<file path="config.mk">
export PLATFORM = sky130hd
export DESIGN_NAME = dmwc_ram
export DESIGN_NICKNAME = d
export VERILOG_FILES = /design/src/hdl/dmwc_ram.sv
export SDC_FILE = /design/constraint.sdc
export NUM_CORES = 1
export LEC_CHECK = 0
export ABC_AREA = 1
export BUFFER_PORTS_ARGS = -buffer_cell sky130_fd_sc_hd__buf_4
export CORE_UTILIZATION = 30
export CTS_CLUSTER_SIZE = 28
export DETAILED_ROUTE_END_ITERATION = 8
export SKIP_CTS_REPAIR_TIMING = 1
export SLEW_MARGIN = 30
export SYNTH_ARGS = -nofsm -noshare
export SYNTH_HDL_FRONTEND = slang
export SYNTH_SLANG_ARGS = --single-unit
</file>
<file path="constraint.sdc">
create_clock -name clk -period 3.35 [get_ports clk]
set_input_delay 0.335 -clock clk [delete_from_list [all_inputs] [get_ports clk]]
set_output_delay 0.335 -clock clk [all_outputs]
set_load 0.005 [all_outputs]
</file>
<file path="src/hdl/dmwc_ram.sv">
module dmwc_ram #(
  parameter int WIDTH = 8,
  parameter int DEPTH = 16
) (
  input  logic                     clk,
  input  logic                     we,
  input  logic [$clog2(DEPTH)-1:0] waddr,
  input  logic [WIDTH-1:0]         wdata,
  input  logic [$clog2(DEPTH)-1:0] raddr,
  output logic [WIDTH-1:0]         rdata
);

  logic [WIDTH-1:0] mem [DEPTH];

  always_ff @(posedge clk) begin
    if (we) begin
      mem[waddr] <= wdata;
    end
    rdata <= mem[raddr];
  end

endmodule

</file>
==> flow_metrics.py <==
metrics = {
    "routing": {
        "detail_route.vias_per_cell": 4.488,
        "drc": 0,
        "via_count": 3685,
        "drt_first_iter_violations": 346,
        "drtPass1Iterations": 5,
        "ant_nets": 0,
        "finalWirelength_mm": 13.19,
        "wl_per_cell_um": 16.07,
    },
    "cells_and_area": {
        "drive_gt1_share_pct": 9.881,
        "fin_nets": 592,
        "mostFrequentLayoutCell": "nand2_1",
        "multi_input_area_mm2": 0.001214,
        "layout_common_cells": "nand2_1, edfxtp_1, inv_1, nand3_1, buf_4",
        "seq_area_mm2": 0.004004,
        "nFillCells": 1879,
        "n_antenna_cell": 0,
        "synthToLayoutAreaGrowth_pct": 15.99,
    },
    "grt": {
        "grt_start_max_net_pins": 65,
        "grt_pass1_vias": 3603,
        "grt_pass1_wl_mm": 20.73,
        "track_usage_pct": 14.51,
        "grt.overflow.total": 0,
        "grt_antenna_before_repair": 0,
    },
    "floorplanning": {
        "rows": 50,
        "die_h_um": 140.6,
        "coreArea_mm2": 0.01877,
        "die_w_um": 140.6,
        "initial_utilization_pct": 30.73,
        "ios": 26,
        "die-area_mm2": 0.01978,
    },
    "sta": {
        "rsz0062_at_grt": "false",
        "fin_crit_sh_pct": 44.82,
        "drv_slew": 0,
        "finClkSkew_ns": 0.005399,
        "setup_tns_ns": 0,
        "fin_crit_ns": 1.502,
        "worstMarginPinSlew_ns": 0.9609,
        "hold_viol_final": 0,
        "setup_viol": 0,
        "fmax_mhz": 666.0,
        "relSlewSlack_pct": 35.70,
    },
    "critical_path": {
        "worstSetupStartpoint": "raddr[0]",
        "criticalPathCategory": "input pin to flip-flop",
        "cp-end-kind": "flip-flop",
        "worst_path_max_delay_cell": "inv_2",
        "path_cells": "buf_4 -> inv_2 -> buf_4 -> nand2_1 -> nand3_1 -> nand3_1 -> nand3_1 -> nand2_1",
        "cp.required_ns": 3.65,
        "path_max_fanout": 38,
        "worst-path-buf-inv": 3,
        "crit_arrival_ns": 1.81,
        "rrSetupSlack_ns": 2.29,
        "r2r_start": "mem[7][4]",
        "cpMostUsedCell": "nand3_1",
        "slowest_delay_ns": 0.50,
        "cp_top_family": "buffers and inverters",
        "crit_path_start_kind": "input pin",
    },
    "placed_design": {
        "io_buffer_count": 25,
        "hpwl_mm": 8.060,
        "routabilityCongestion": 0.7837,
    },
    "logic_synthesis": {
        "yosys.area.top_type": "edfxtp_1",
        "ys_types": 12,
        "ys_ff_latch": 136,
        "synth_seq_area_share_pct": 69.43,
        "synth_nets": 569,
        "synth_cells": 551,
        "synth_area_leaders": "edfxtp_1, nand2_1, nand3_1, inv_1, dfxtp_1",
        "yosysWarnings": 0,
        "syn-cell-area_mm2": 0.005767,
        "syn_area_per_cell_um2": 10.47,
        "synth_top_area_share_pct": 66.65,
    },
    "clocking": {
        "cts_tree": "yes",
        "htree_levels": 4,
        "clk_latency_ns": 0.42,
        "cts_buffers": 17,
        "cts_sinks": 136,
        "cts.path.max_buffers": 2,
        "clkSlewWorstSetupHoldPaths_ns": 0.05,
        "root_buffer": "clkbuf_16",
    },
    "min_path": {
        "hold_class": "input pin to flip-flop",
        "min_from": "raddr[3]",
    },
    "power": {
        "peakVddDrop_v": 0.0003284,
        "power.density_mw_per_mm2": 598.7,
        "finalPower_uw": 4005,
        "leakagePower_uw": 0.002829,
    },
    "outcome": {
        "status": "finished clean",
    },
    "run": {
        "maxCapViolCount": 0,
    },
}
==> tightest hold or removal path, stage by stage <==
cell	delay, ns
buf_4	0.16
nand3_1	0.09
nand2_1	0.05
==> logic make-up (layout without fill, tap and decap cells) <==
logic type	count (synthesis)	count (layout)	synth area share (%)
flip-flops	136	136	69.43
AND/OR/NAND/NOR	289	289	21.05
buffers and inverters	126	162	9.525
==> path summary, 6_finish.rpt <==
path              endpoint  cells after the start
setup / recovery  rdata[5]                      8
hold / removal    rdata[7]                      3
setup reg to reg  rdata[4]                      6
hold reg to reg   rdata[7]                      6
==> layer usage <==
metal	share of wire (%)	up-vias	global-route usage, %
met2	45	125	22.78
met4	2.0	0	5.549
met3	6.5	17	4.076
met5	0	-	0
met1	46	1722	19.04
li1	-	1821	-
==> cell usage after synthesis <==
| cell type | instances |
|---|---|
| inv_1 | 100 |
| buf_4 | 4 |
| nand3b_1 | 2 |
| nor2_1 | 17 |
| dfxtp_1 | 8 |
| inv_2 | 2 |
| buf_2 | 13 |
| nand2_1 | 173 |
| nand3_1 | 97 |
| buf_1 | 1 |
| buf_6 | 6 |
| edfxtp_1 | 128 |
==> registers in the layout (all words and copies together), names as in the netlist <==
signal	cells
mem	128
rdata	8
==> report_power, final <==
group	leakage, uW	internal [uW]	switching (uW)
clock	0.000279	1160	698
combinational	0.00133	72.2	161
sequential	0.00122	1900	12.4
total	0.00283	3130	871
==> cell type report <==
cell class | count | area share [%]
clock inverter | 14 | 2.338
inverter | 102 | 5.724
sequential | 136 | 59.86
tap | 234 | 4.377
timing repair buffer | 28 | 3.143
multi-input combinational | 289 | 18.14
clock buffer | 18 | 6.416
==> stage by stage <==
step | utilization, % | area (um^2) | instances | hold WS (ns) | worst slack [ns]
floorplan | - | 5767 | 551 | 0.4339 | 2.064
global placement | 32.52 | 6103 | 789 | 0.6386 | 1.444
detailed placement | 32.52 | 6103 | 789 | 0.6410 | 1.426
CTS | 35.64 | 6689 | 821 | 0.2370 | 1.855
global route | 35.64 | 6689 | 821 | 0.2473 | 1.698
finish | 35.64 | 6689 | 821 | 0.2495 | 1.848
Note: power is estimated with default switching activity, not from simulation.
